[src/mrc_pkg.sv]
// Shared types, constants and functions of the Modbus response checker.
// No dependencies; every other file refers to it by scoped names.
package mrc_pkg;

  localparam int ALARM_REGS = 33;
  localparam int QUEUE_DEPTH = 4;
  localparam int QUEUE_AW = $clog2(QUEUE_DEPTH);

  localparam logic [7:0] ADDR_RESET = 8'h01;
  localparam logic [15:0] CRC_INIT = 16'hFFFF;
  localparam logic [15:0] CRC_POLY = 16'hA001;

  localparam logic [7:0] FC_READ_HOLDING = 8'h03;
  localparam logic [7:0] FC_WRITE_SINGLE = 8'h06;
  localparam logic [7:0] FC_WRITE_MULTI = 8'h10;
  localparam logic [7:0] FC_EXCEPTION_BIT = 8'h80;

  localparam logic [3:0] ST_DATA_OK = 4'd0;
  localparam logic [3:0] ST_EXCEPTION_OK = 4'd1;
  localparam logic [3:0] ST_ECHO_OK = 4'd2;
  localparam logic [3:0] ST_SHORT = 4'd3;
  localparam logic [3:0] ST_ADDRESS = 4'd4;
  localparam logic [3:0] ST_CRC = 4'd5;
  localparam logic [3:0] ST_ODD_COUNT = 4'd6;
  localparam logic [3:0] ST_LENGTH = 4'd7;
  localparam logic [3:0] ST_UNKNOWN_COUNT = 4'd8;
  localparam logic [3:0] ST_UNSUPPORTED = 4'd9;

  localparam logic [2:0] STG_VERSION = 3'd0;
  localparam logic [2:0] STG_RUN_STATE = 3'd1;
  localparam logic [2:0] STG_SENSORS = 3'd2;
  localparam logic [2:0] STG_ALARMS = 3'd3;
  localparam logic [2:0] STG_PARAMETERS = 3'd4;

  localparam logic KIND_WORD = 1'b0;
  localparam logic KIND_VERDICT = 1'b1;

  typedef struct packed {
    logic                  kind;
    logic [6:0]            reg_index;
    logic [15:0]           reg_word;
    logic [3:0]            status;
    logic [2:0]            stage;
    logic [6:0]            regs_announced;
    logic [ALARM_REGS-1:0] alarm_bits;
  } event_t;

  typedef struct packed {
    logic       known;
    logic [2:0] stage;
  } stage_t;

  function automatic logic [15:0] crc_byte(input logic [15:0] crc, input logic [7:0] b);
    logic [15:0] c;
    c = crc ^ {8'h00, b};
    for (int i = 0; i < 8; i++) begin
      c = c[0] ? ((c >> 1) ^ CRC_POLY) : (c >> 1);
    end
    return c;
  endfunction

  function automatic stage_t stage_of(input logic [6:0] regs);
    stage_t s;
    s.known = 1'b1;
    case (regs)
      7'd1: s.stage = STG_VERSION;
      7'd6: s.stage = STG_RUN_STATE;
      7'd9: s.stage = STG_SENSORS;
      7'd33: s.stage = STG_ALARMS;
      7'd11: s.stage = STG_PARAMETERS;
      default: begin
        s.known = 1'b0;
        s.stage = STG_VERSION;
      end
    endcase
    return s;
  endfunction

endpackage

[src/mrc_front.sv]
// Front end: accepts frame bytes, runs the CRC and frame parsing, and classifies
// each byte into a register word event, a verdict event, or nothing. Uses mrc_pkg.
module mrc_front (
  input  logic                clk_i,
  input  logic                rst_ni,
  input  logic                cfg_valid_i,
  input  logic [7:0]          cfg_data_i,
  input  logic                accept_i,
  input  logic [7:0]          rx_byte_i,
  input  logic                end_of_frame_i,
  output logic                push_o,
  output mrc_pkg::event_t     event_o
);

  logic [7:0]                      addr_q;
  logic [8:0]                      pos_q, pos_d;
  logic [15:0]                     crc_q, crc_d, crc_n;
  logic                            am_q, am_d, am_n;
  logic [7:0]                      fc_q, fc_d, fc_n;
  logic [7:0]                      bc_q, bc_d, bc_n;
  logic [7:0]                      hi_q, hi_d;
  logic [6:0]                      wc_q, wc_d;
  logic [mrc_pkg::ALARM_REGS-1:0]  alarm_q, alarm_d;

  logic [9:0]      len;
  logic            in_data;
  logic [15:0]     word;
  logic [3:0]      status;
  logic [6:0]      rc;
  mrc_pkg::stage_t stg;

  always_comb begin
    crc_n = mrc_pkg::crc_byte(crc_q, rx_byte_i);
    am_n  = (pos_q == 9'd0) ? (rx_byte_i == addr_q) : am_q;
    fc_n  = (pos_q == 9'd1) ? rx_byte_i : fc_q;
    bc_n  = (pos_q == 9'd2) ? rx_byte_i : bc_q;
    word  = {hi_q, rx_byte_i};
    len   = {1'b0, pos_q} + 10'd1;
    in_data = (pos_q >= 9'd3) && ({1'b0, pos_q} < (10'd3 + {2'b00, bc_n}))
              && (fc_n == mrc_pkg::FC_READ_HOLDING) && am_n;

    rc  = 7'd0;
    stg = mrc_pkg::stage_of(bc_n[7:1]);
    if (len < 10'd5) begin
      status = mrc_pkg::ST_SHORT;
    end else if (!am_n) begin
      status = mrc_pkg::ST_ADDRESS;
    end else if ((fc_n & mrc_pkg::FC_EXCEPTION_BIT) != 8'h00) begin
      status = (crc_n == 16'h0000) ? mrc_pkg::ST_EXCEPTION_OK : mrc_pkg::ST_CRC;
    end else if (fc_n == mrc_pkg::FC_READ_HOLDING) begin
      rc = bc_n[7:1];
      if (crc_n != 16'h0000) status = mrc_pkg::ST_CRC;
      else if (bc_n[0]) status = mrc_pkg::ST_ODD_COUNT;
      else if (len != (10'd5 + {2'b00, bc_n})) status = mrc_pkg::ST_LENGTH;
      else if (!stg.known) status = mrc_pkg::ST_UNKNOWN_COUNT;
      else status = mrc_pkg::ST_DATA_OK;
    end else if ((fc_n == mrc_pkg::FC_WRITE_SINGLE) || (fc_n == mrc_pkg::FC_WRITE_MULTI)) begin
      if (len != 10'd8) status = mrc_pkg::ST_LENGTH;
      else if (crc_n != 16'h0000) status = mrc_pkg::ST_CRC;
      else status = mrc_pkg::ST_ECHO_OK;
    end else begin
      status = mrc_pkg::ST_UNSUPPORTED;
    end

    event_o = '0;
    push_o  = 1'b0;
    pos_d   = pos_q;
    crc_d   = crc_q;
    am_d    = am_q;
    fc_d    = fc_q;
    bc_d    = bc_q;
    hi_d    = hi_q;
    wc_d    = wc_q;
    alarm_d = alarm_q;

    if (accept_i && end_of_frame_i) begin
      push_o = 1'b1;
      event_o.kind = mrc_pkg::KIND_VERDICT;
      event_o.status = status;
      event_o.regs_announced = rc;
      if (status == mrc_pkg::ST_DATA_OK) begin
        event_o.stage = stg.stage;
        if (stg.stage == mrc_pkg::STG_ALARMS) event_o.alarm_bits = alarm_q;
      end
      pos_d   = '0;
      crc_d   = mrc_pkg::CRC_INIT;
      am_d    = 1'b0;
      fc_d    = '0;
      bc_d    = '0;
      hi_d    = '0;
      wc_d    = '0;
      alarm_d = '0;
    end else if (accept_i) begin
      crc_d = crc_n;
      am_d  = am_n;
      fc_d  = fc_n;
      bc_d  = bc_n;
      if (pos_q != 9'd511) pos_d = pos_q + 9'd1;
      if (in_data) begin
        if (pos_q[0]) begin
          hi_d = rx_byte_i;
        end else begin
          push_o = 1'b1;
          event_o.kind = mrc_pkg::KIND_WORD;
          event_o.reg_index = wc_q;
          event_o.reg_word = word;
          wc_d = wc_q + 7'd1;
          if (word != 16'h0000) begin
            alarm_d = alarm_q | (mrc_pkg::ALARM_REGS'(1) << wc_q);
          end
        end
      end
    end
  end

  always_ff @(posedge clk_i or negedge rst_ni) begin
    if (!rst_ni) begin
      addr_q  <= mrc_pkg::ADDR_RESET;
      pos_q   <= '0;
      crc_q   <= mrc_pkg::CRC_INIT;
      am_q    <= 1'b0;
      fc_q    <= '0;
      bc_q    <= '0;
      hi_q    <= '0;
      wc_q    <= '0;
      alarm_q <= '0;
    end else begin
      if (cfg_valid_i) addr_q <= cfg_data_i;
      pos_q   <= pos_d;
      crc_q   <= crc_d;
      am_q    <= am_d;
      fc_q    <= fc_d;
      bc_q    <= bc_d;
      hi_q    <= hi_d;
      wc_q    <= wc_d;
      alarm_q <= alarm_d;
    end
  end

endmodule

[config.mk]
export PLATFORM = sky130hd
export DESIGN_NAME = mrc_front
export DESIGN_NICKNAME = d
export VERILOG_FILES = /design/src/mrc_pkg.sv /design/src/mrc_front.sv
export SDC_FILE = /design/constraint.sdc
export NUM_CORES = 1
export LEC_CHECK = 0
export BUFFER_PORTS_ARGS = -buffer_cell sky130_fd_sc_hd__buf_2
export CORE_AREA = 3 3 151 153
export DETAILED_ROUTE_END_ITERATION = 8
export DIE_AREA = 0 0 154 156
export GPL_ROUTABILITY_DRIVEN = 1
export GPL_TIMING_DRIVEN = 0
export SYNTH_ARGS = -nofsm -noshare
export SYNTH_HDL_FRONTEND = slang
export SYNTH_SLANG_ARGS = --single-unit
[constraint.sdc]
create_clock -name clk_i -period 4.82 [get_ports clk_i]
set_input_delay 0.482 -clock clk_i [delete_from_list [all_inputs] [get_ports clk_i]]
set_output_delay 0.482 -clock clk_i [all_outputs]
set_load 0.01 [all_outputs]
==> results.toml, run 1 <==
[timing]
slew_viol_final = 0
finalHoldViolCount = 0
finalCritPeriodShare = 0.984
fin_skew_ps = 9.23
relSlewSlack = 0.247
fin_crit_ps = 4740
tightestPinTransition_ps = 1110
finalSetupViolCount = 0
rsz0062_at_grt = "true"
max_freq_ghz = 0.211

[final_layout]
diodes = 0
layout_commonest_cell = "nand2_1"
final_cell_mix = "94 x nand2_1, 92 x buf_2, 77 x dfrtp_1"
fin_nets = 981
area_growth_pct = 26.8
postLayoutCoreUtil = 0.424
fill_cells = 2112
drive_gt1_frac = 0.319

[global_route]
track_usage = 0.186
antenna_found_initial = 0
grt_max_degree = 51
grt_pass1_vias = 6600
grt_pass1_wl_um = 36100
gr-total-overflow = 0

[clock_network]
cts-root-buf = "clkbuf_16"
cts_tree = "done"
clock_sinks = 98
cts_max_level = 3
clk_pin_slew_ps = 70
cts_buffer_depth = 2
insertion_delay_ps = 360
cts_buffers = 9
hold_buffers = 0

[flow_run]
drv_cap = 0

[placed_design]
gp_congestion = 0.905
hpwl_um = 16900
numPortBuffers = 86

[floorplan]
die_h_um = 156
rows = 54
io-pin-count = 93
die_area_mm2 = 0.0240
start_util = 0.335
die_w_um = 154
core_area_mm2 = 0.0217

[critical_path]
r2r_slack_ps = 370
worstPathArrival_ps = 4260
crit_fanout = 10
worstSetupStartpointType = "flip-flop"
cp-end-kind = "primary output"
worstRegToRegCells = 17
r2r-end = "alarm_q[26]"
worstSetupPathType = "flip-flop to primary output"
r2r-start = "pos_q[7]"
cp.required_ps = 4340

[logic_synthesis]
avgSynthCellArea_um2 = 9.02
ys_ff_latch = 98
synth.distinct_cells = 83
synth_cells = 805
yosysSeqAreaShare = 0.341
synth_nets = 850
postSynth.asyncResetShare = 1.00
syn_area_mm2 = 0.00726
ys.flop_type = "dfrtp_1"
synth_edf_count = 0
synth_warnings = 0

[power]
powerDensity_mw_per_mm2 = 282
ir_drop_mv = 0.307
power_uw = 2590
p_leak_uw = 0.00369

[route]
drtIter0Drc = 438
vias = 6902
vias_per_cell = 5.65
wl_per_cell_um = 19.1
drc = 0
drt_pre_antenna_iters = 5
ant_nets = 0
drt-total-wl_um = 23400

[run_status]
status = "complete, no violations"

[min_path]
hp-class = "input pin to asynchronous set/reset pin"
## power breakdown
part | switching, uW | internal, uW | total [uW]
registers | 57.9 | 907 | 965
clock network | 333 | 351 | 683
logic | 526 | 417 | 943
total | 917 | 1680 | 2590
## repair_timing
item                                    4_1_cts  5_1_grt
gates cloned                                  0        3
pin swaps                                    11       28
setup buffers                                13       22
resized for setup                            59       66
endpoints found under the setup margin      112       89
## synth_stat cells (all sizes together), types with 3 or more instances
cell type	n	share of area
and3	8	0.0069
a21oi	41	0.029
and2	27	0.023
mux2	12	0.019
inv	19	0.0098
clkbuf	45	0.023
a211oi	8	0.012
a32o	6	0.0083
nand2b	10	0.0086
xnor2	33	0.040
or2	3	0.0026
dfstp	17	0.062
dfrtp	81	0.28
o22a	3	0.0036
o31ai	34	0.040
buf	19	0.020
nand3	22	0.016
o2bb2ai	4	0.0048
xor2	16	0.019
or4	10	0.010
nor4b	4	0.0048
nor4	53	0.074
o211ai	5	0.0052
or3	5	0.0043
a31oi	6	0.0072
o41ai	5	0.0060
nor2	52	0.027
mux2i	13	0.020
a22o	10	0.012
ha	24	0.041
o21a	5	0.0052
nor3	16	0.014
o21ai	32	0.023
nand4	22	0.019
nand2	98	0.051
## worst max-delay path, stage by stage, from the launching register on
cell	delay, ps
dfrtp_1	400
buf_6	150
or4_4	540
nor3_4	230
nand2_1	90
nand2_2	160
inv_4	80
ha_4	180
nor3_4	260
o21ai_0	160
xnor2_1	200
ha_1	260
o211ai_1	210
buf_4	180
a21oi_4	50
clkbuf_8	180
buf_8	150
nor4_4	230
buf_2	180
## stage by stage
step                      setup TNS, ps  area, um^2  hold slack [ps]  setup WS [ps]  instances
final                                 0        9200              166           79.4       1221
after global routing               -405        9200              210          -58.6       1221
after CTS                             0        8720              186           3.97       1200
after detailed placement         -73920        8070              471          -1380       1172
after global placement           -76130        8040              463          -1330       1171
after floorplan                       0        7260              186            165        805
## cell families (layout without fill, tap and decap cells)
group	after synthesis	in the layout	synth area share
AOI/OAI and AO/OA	179	180	0.183
xor gates and xnor gates	51	51	0.0653
adders and majority gates	24	24	0.0414
buffers and inverters	84	219	0.0533
DFF	98	98	0.341
muxes	25	25	0.0383
and+or+nand+nor	344	344	0.278
## cell type report
class	instances	area [um^2]	share of cell area
inverter	20	82.6	0.00897
timing repair buffer	124	774	0.0841
buffer	59	383	0.0416
clock buffer	10	229	0.0249
clock inverter	6	41.3	0.00449
multi-input combinational	624	4860	0.529
tap	280	350	0.0381
sequential	98	2480	0.269
## per-layer routing
metal,GRT usage,vias up,routed length [um]
li1,-,3239,-
met1,0.262,3392,10600
met2,0.296,234,10900
met3,0.0300,37,1310
met4,0.0513,0,507
met5,0,-,0
## sequential cells by signal, summed over array words and instances (netlist names), 7 cells and up
signal	count
alarm_q	33
crc_q	16
pos_q	9
addr_q	8
bc_q	8
fc_q	8
hi_q	8
wc_q	7
## worst max-delay path by stage
stage,startpoint,end,slack [ps],depth (start not counted)
final,pos_q[7],event_o[54],80,18
after global placement,pos_q[0],event_o[59],-1330,20
after floorplan,pos_q[0],event_o[56],160,19
after detailed placement,pos_q[0],event_o[62],-1380,20
after CTS,pos_q[7],event_o[51],4,19
after global routing,pos_q[0],event_o[4],-60,20
(Power assumes the default switching activity.)
==> run 2: changes to the inputs <==
--- a/config.mk
+++ b/config.mk
@@ -6,9 +6,9 @@
 export NUM_CORES = 1
 export LEC_CHECK = 0
 export BUFFER_PORTS_ARGS = -buffer_cell sky130_fd_sc_hd__buf_2
-export CORE_AREA = 3 3 151 153
+export CORE_AREA = 8 8 156 158
 export DETAILED_ROUTE_END_ITERATION = 8
-export DIE_AREA = 0 0 154 156
+export DIE_AREA = 0 0 164 166
 export GPL_ROUTABILITY_DRIVEN = 1
 export GPL_TIMING_DRIVEN = 0
 export SYNTH_ARGS = -nofsm -noshare
==> run 2 against run 1 <==
Effect of this change:
- largest power group unchanged
- register-to-register slack got worse by 50 ps
- core utilization fell by 0.93 points
- sequential power barely moved
- critical endpoint is now event_o[1]
- power fell by 0.40%
- combinational power fell by 5.9%
- sequential share of layout area rose by 0.10 points
- global-route usage fell by 2.0 points
- worst setup slack improved by 21 ps
- non-clock buffer count rose by 6
==> results.toml, run 2 (synthesized netlist as in run 1, its figures left out) <==
[clock_network]
cts_buffers = 9
clk_pin_slew_ps = 70
cts_buffer_depth = 2
cts-root-buf = "clkbuf_16"
cts_max_level = 3
clock_sinks = 98
cts_tree = "done"
insertion_delay_ps = 360

[timing]
slew_viol_final = 0
hold_slack_ps = 64.8
max_freq_ghz = 0.212
tightestPinTransition_ps = 1060
fin_ws_ps = 100
rsz0062_at_grt = "true"
finalSetupViolCount = 0
fin_crit_ps = 4720
finalCritPeriodShare = 0.979
tns_ps = 0
fin_skew_ps = 13.5
relSlewSlack = 0.283
finalHoldViolCount = 0

[placed_design]
hpwl_um = 17000
place_ws_ps = -1570
gp_congestion = 0.890
numPortBuffers = 86

[power]
p_leak_uw = 0.00372
powerDensity_mw_per_mm2 = 282
ir_drop_mv = 0.219
power_uw = 2580

[final_layout]
drive_gt1_frac = 0.316
regMostFlops = "alarm_q"
final_cell_mix = "95 x nand2_1, 90 x buf_2, 77 x dfrtp_1"
area_growth_pct = 26.3
postLayoutCoreUtil = 0.415
largest_register_ffs = 33
diodes = 0
fin_nets = 986
layout_commonest_cell = "nand2_1"
top_regs = "alarm_q (33), crc_q (16), pos_q (9)"
fill_cells = 2189

[floorplan]
core_area_mm2 = 0.0221
io-pin-count = 93
die_w_um = 164
die_h_um = 166
rows = 55
die_area_mm2 = 0.0272
start_util = 0.329

[route]
wl_per_cell_um = 18.8
drc = 0
drt_pre_antenna_iters = 5
drtIter0Drc = 489
drt-total-wl_um = 23100
vias = 6762
vias_per_cell = 5.50
ant_nets = 0

[critical_path]
max_stage_delay_ps = 450
cp_top_family = "buffers and inverters"
cp.required_ps = 4340
crit_buf_inv = 7
worstSetupPathType = "flip-flop to primary output"
crit_path_cell_trace = "buf_4, inv_4, ha_4, nand3_2, buf_6, mux2i_4, buf_12, ha_4, xnor2_1, o311ai_2, nor2_1, and3_4, nor2_2, a211oi_4, a211oi_4, buf_12, buf_4, nor4_1, buf_2"
worstPathArrival_ps = 4240
worstSetupStartpointType = "flip-flop"
crit_slowest_cell = "dfrtp_2"
crit_fanout = 10
cp-end-kind = "primary output"

[global_route]
grt_max_degree = 68
gr-total-overflow = 0
track_usage = 0.166
grt_pass1_wl_um = 36300
grtUsageMet3 = 0.0300
use_met2 = 0.252
grt_pass1_vias = 6572
antenna_found_initial = 0
top_usage_layer = "met2"
use_met1 = 0.232

[flow_run]
drv_cap = 0

[run_status]
status = "complete, no violations"

[min_path]
hp-class = "input pin to asynchronous set/reset pin"
[run 2: per-stage QoR]
step,instances,area (um^2)
global placement,1176,8050
finish,1230,9170
detailed placement,1177,8080
global route,1230,9170
CTS,1208,8810
floorplan,805,7260
[run 2: report_power, final]
part	internal [uW]	switching, uW	leakage [uW]
Combinational	388	498	0.00230
Sequential	907	56.9	0.00128
Clock	401	331	0.000134
Total	1700	886	0.00372
[run 2: area by class of cell]
cell class | count | area [um^2] | area share
clock inverters | 6 | 66.3 | 0.00723
plain buffers | 61 | 373 | 0.0407
multi-input cells | 623 | 4790 | 0.522
inverters | 20 | 82.6 | 0.00901
well taps | 285 | 357 | 0.0389
clock buffers | 9 | 225 | 0.0246
flip-flops and latches | 98 | 2480 | 0.270
repair buffers | 128 | 797 | 0.0869
[run 2: worst reg2reg max path: stages (launching register included)]
cell	delay, ps
dfrtp_2	450
buf_4	190
inv_4	120
ha_4	200
nand3_2	140
buf_6	200
mux2i_4	220
buf_12	180
ha_4	170
nor3_4	180
nand3_2	110
ha_4	280
a211oi_2	200
nand2_2	130
buf_4	170
nor4_1	400
nand3_1	410
clkbuf_1	340
o31ai_1	300
[run 2: worst paths after layout]
kind / start / endpoint / slack [ps] / cells past startpoint
worst max-delay path: pos_q[0] / event_o[1] / 100 / 19
worst min-delay path: rst_ni / addr_q[5] / 60 / 1
worst max register to register: pos_q[0] / alarm_q[2] / 320 / 18
worst min register to register: alarm_q[1] / alarm_q[1] / 480 / 2
max in group asynchronous: rst_ni / crc_q[7] / 4060 / 2
min in group clk_i: cfg_data_i[4] / addr_q[4] / 350 / 2
[run 2: layer usage]
metal / vias up / part of all wire
li1: 3232 / -
met1: 3304 / 0.47
met2: 197 / 0.45
met3: 29 / 0.055
met4: 0 / 0.023
met5: - / 0
[run 2: timing repair]
item                                    in CTS  in global routing
buffers inserted                            17                 24
gates resized for setup                     66                 44
pin swaps                                   14                 24
hold buffers                                 0                  0
endpoints found under the setup margin     112                 89
==> run 3: changes to the inputs <==
--- a/config.mk
+++ b/config.mk
@@ -10,7 +10,6 @@
 export DETAILED_ROUTE_END_ITERATION = 8
 export DIE_AREA = 0 0 164 166
 export GPL_ROUTABILITY_DRIVEN = 1
-export GPL_TIMING_DRIVEN = 0
 export SYNTH_ARGS = -nofsm -noshare
 export SYNTH_HDL_FRONTEND = slang
 export SYNTH_SLANG_ARGS = --single-unit
==> run 3 against run 2 <==
Effect of this change:
- flip-flop and latch count unchanged
- wire length down 2.8%
- register-to-register slack better by 170 ps
- critical endpoint is now event_o[2]
- worst setup slack better by 14 ps
- die area unchanged
==> results.toml, run 3 (synthesized netlist as in run 1, its figures left out) <==
[critical_path]
r2r-end = "alarm_q[7]"
worstPathArrival_ps = 4220
crit_path_start = "pos_q[6]"
crit_path_cell_trace = "buf_4, nor4_4, nand3_2, mux2i_2, buf_6, inv_1, ha_1, inv_1, nand3_1, buf_4, o32a_2, a2111oi_4, o21ai_4, buf_4, nor4_1, buf_2"
crit_buf_inv = 7
worstSetupPathType = "flip-flop to primary output"
r2r-start = "pos_q[6]"
cp-endpoint = "event_o[2]"
max_stage_delay_ps = 430
cp_top_family = "buffers and inverters"
crit_slowest_cell = "o32a_2"
cp.required_ps = 4340
worstRegToRegCells = 17
worstSetupStartpointType = "flip-flop"
r2r_slack_ps = 490
cp.depth = 16
worst_path_most_repeated_cell = "buf_4"
cp-end-kind = "primary output"
crit_fanout = 11

[clock_network]
cts_tree = "done"
clk_pin_slew_ps = 70
insertion_delay_ps = 350
clock_sinks = 98
cts-root-buf = "clkbuf_16"
cts_buffer_depth = 2
cts_buffers = 9
hold_buffers = 0
cts_max_level = 3

[timing]
tightestPinTransition_ps = 741
finalHoldViolCount = 0
relSlewSlack = 0.506
finalCritPeriodShare = 0.976
finalSetupViolCount = 0
fin_ws_ps = 114
fin_skew_ps = 7.19
fin_crit_ps = 4710
max_freq_ghz = 0.213
slew_viol_final = 0
hold_slack_ps = 182

[route]
wl_per_cell_um = 18.5
drc = 0
vias = 6639
drt_pre_antenna_iters = 5
vias_per_cell = 5.45
ant_nets = 0
drtIter0Drc = 404
drt-total-wl_um = 22500

[global_route]
track_usage = 0.162
antenna_found_initial = 0
grt_pass1_vias = 6429
grt_max_degree = 57
grt_pass1_wl_um = 35400
grtUsageMet3 = 0.0275
top_usage_layer = "met2"
gr-total-overflow = 0
use_met1 = 0.227
use_met2 = 0.249

[final_layout]
drive_gt1_frac = 0.309
layout_commonest_cell = "nand2_1"
top_regs = "alarm_q (33), crc_q (16), pos_q (9)"
fin_nets = 973
multi_input_area_mm2 = 0.00451
area_growth_pct = 21.4
largest_register_ffs = 33
seq_area_mm2 = 0.00247
regMostFlops = "alarm_q"
fill_cells = 2237
diodes = 0
final_cell_mix = "97 x nand2_1, 91 x buf_2, 83 x buf_4"
postLayoutCoreUtil = 0.399

[floorplan]
die_h_um = 166
io-pin-count = 93
die_area_mm2 = 0.0272
start_util = 0.329
die_w_um = 164
rows = 55
core_area_mm2 = 0.0221

[power]
ir_drop_mv = 0.243
p_leak_uw = 0.00365
powerDensity_mw_per_mm2 = 289

[run_status]
status = "complete, no violations"

[placed_design]
place_ws_ps = -129
gp_congestion = 0.902
hpwl_um = 16800
numPortBuffers = 92

[min_path]
hp-class = "input pin to asynchronous set/reset pin"

[flow_run]
drv_cap = 0
## run 3: cell types whose count changed in the layout (fill, tap and decap cells not counted), sizes merged
cell and change:
clkinv +1, buf +25, clkbuf -38
## run 3: stage by stage
stage	cells	cell area (um^2)	TNS (ps)	power [uW]
final	1218	8810	0	2550
after global placement	1192	8330	0	1780
after floorplan	805	7260	0	1490
after CTS	1211	8660	0	2540
after detailed placement	1192	8330	-1960	1780
after global routing	1218	8810	-186	2690
## run 3: where the power goes
group / switching, uW / internal (uW)
Sequential: 49.1 / 907
Clock: 336 / 407
Combinational: 465 / 385
Total: 850 / 1700
## run 3: worst min-delay path by stage
stage | start | end | slack (ps) | cells after the start
2_1_floorplan | rst_ni | addr_q[1] | 190 | 0
3_3_place_gp | alarm_q[7] | alarm_q[7] | 460 | 2
3_5_place_dp | alarm_q[11] | alarm_q[11] | 470 | 2
4_1_cts | rst_ni | addr_q[2] | 210 | 1
5_1_grt | rst_ni | addr_q[5] | 230 | 1
6_report | rst_ni | addr_q[2] | 180 | 1
## run 3: timing repair
item                       4_1_cts  5_1_grt
cloned                           0        1
setup buffers                    3        6
pin swaps                        1        4
resized for setup                0       22
setup endpoints to repair       36       60
## run 3: layout make-up
type / count / area share
multi-input combinational: 623 / 0.511
sequential: 98 / 0.281
timing repair buffer: 176 / 0.125
tap: 285 / 0.0405
clock buffer: 9 / 0.0256
clock inverter: 7 / 0.00880
inverter: 20 / 0.00852
## run 3: layer usage
layer  wire length [um]  share of wire
met5                  0              0
met4                441          0.020
met3               1290          0.058
met2              10200           0.45
met1              10600           0.47
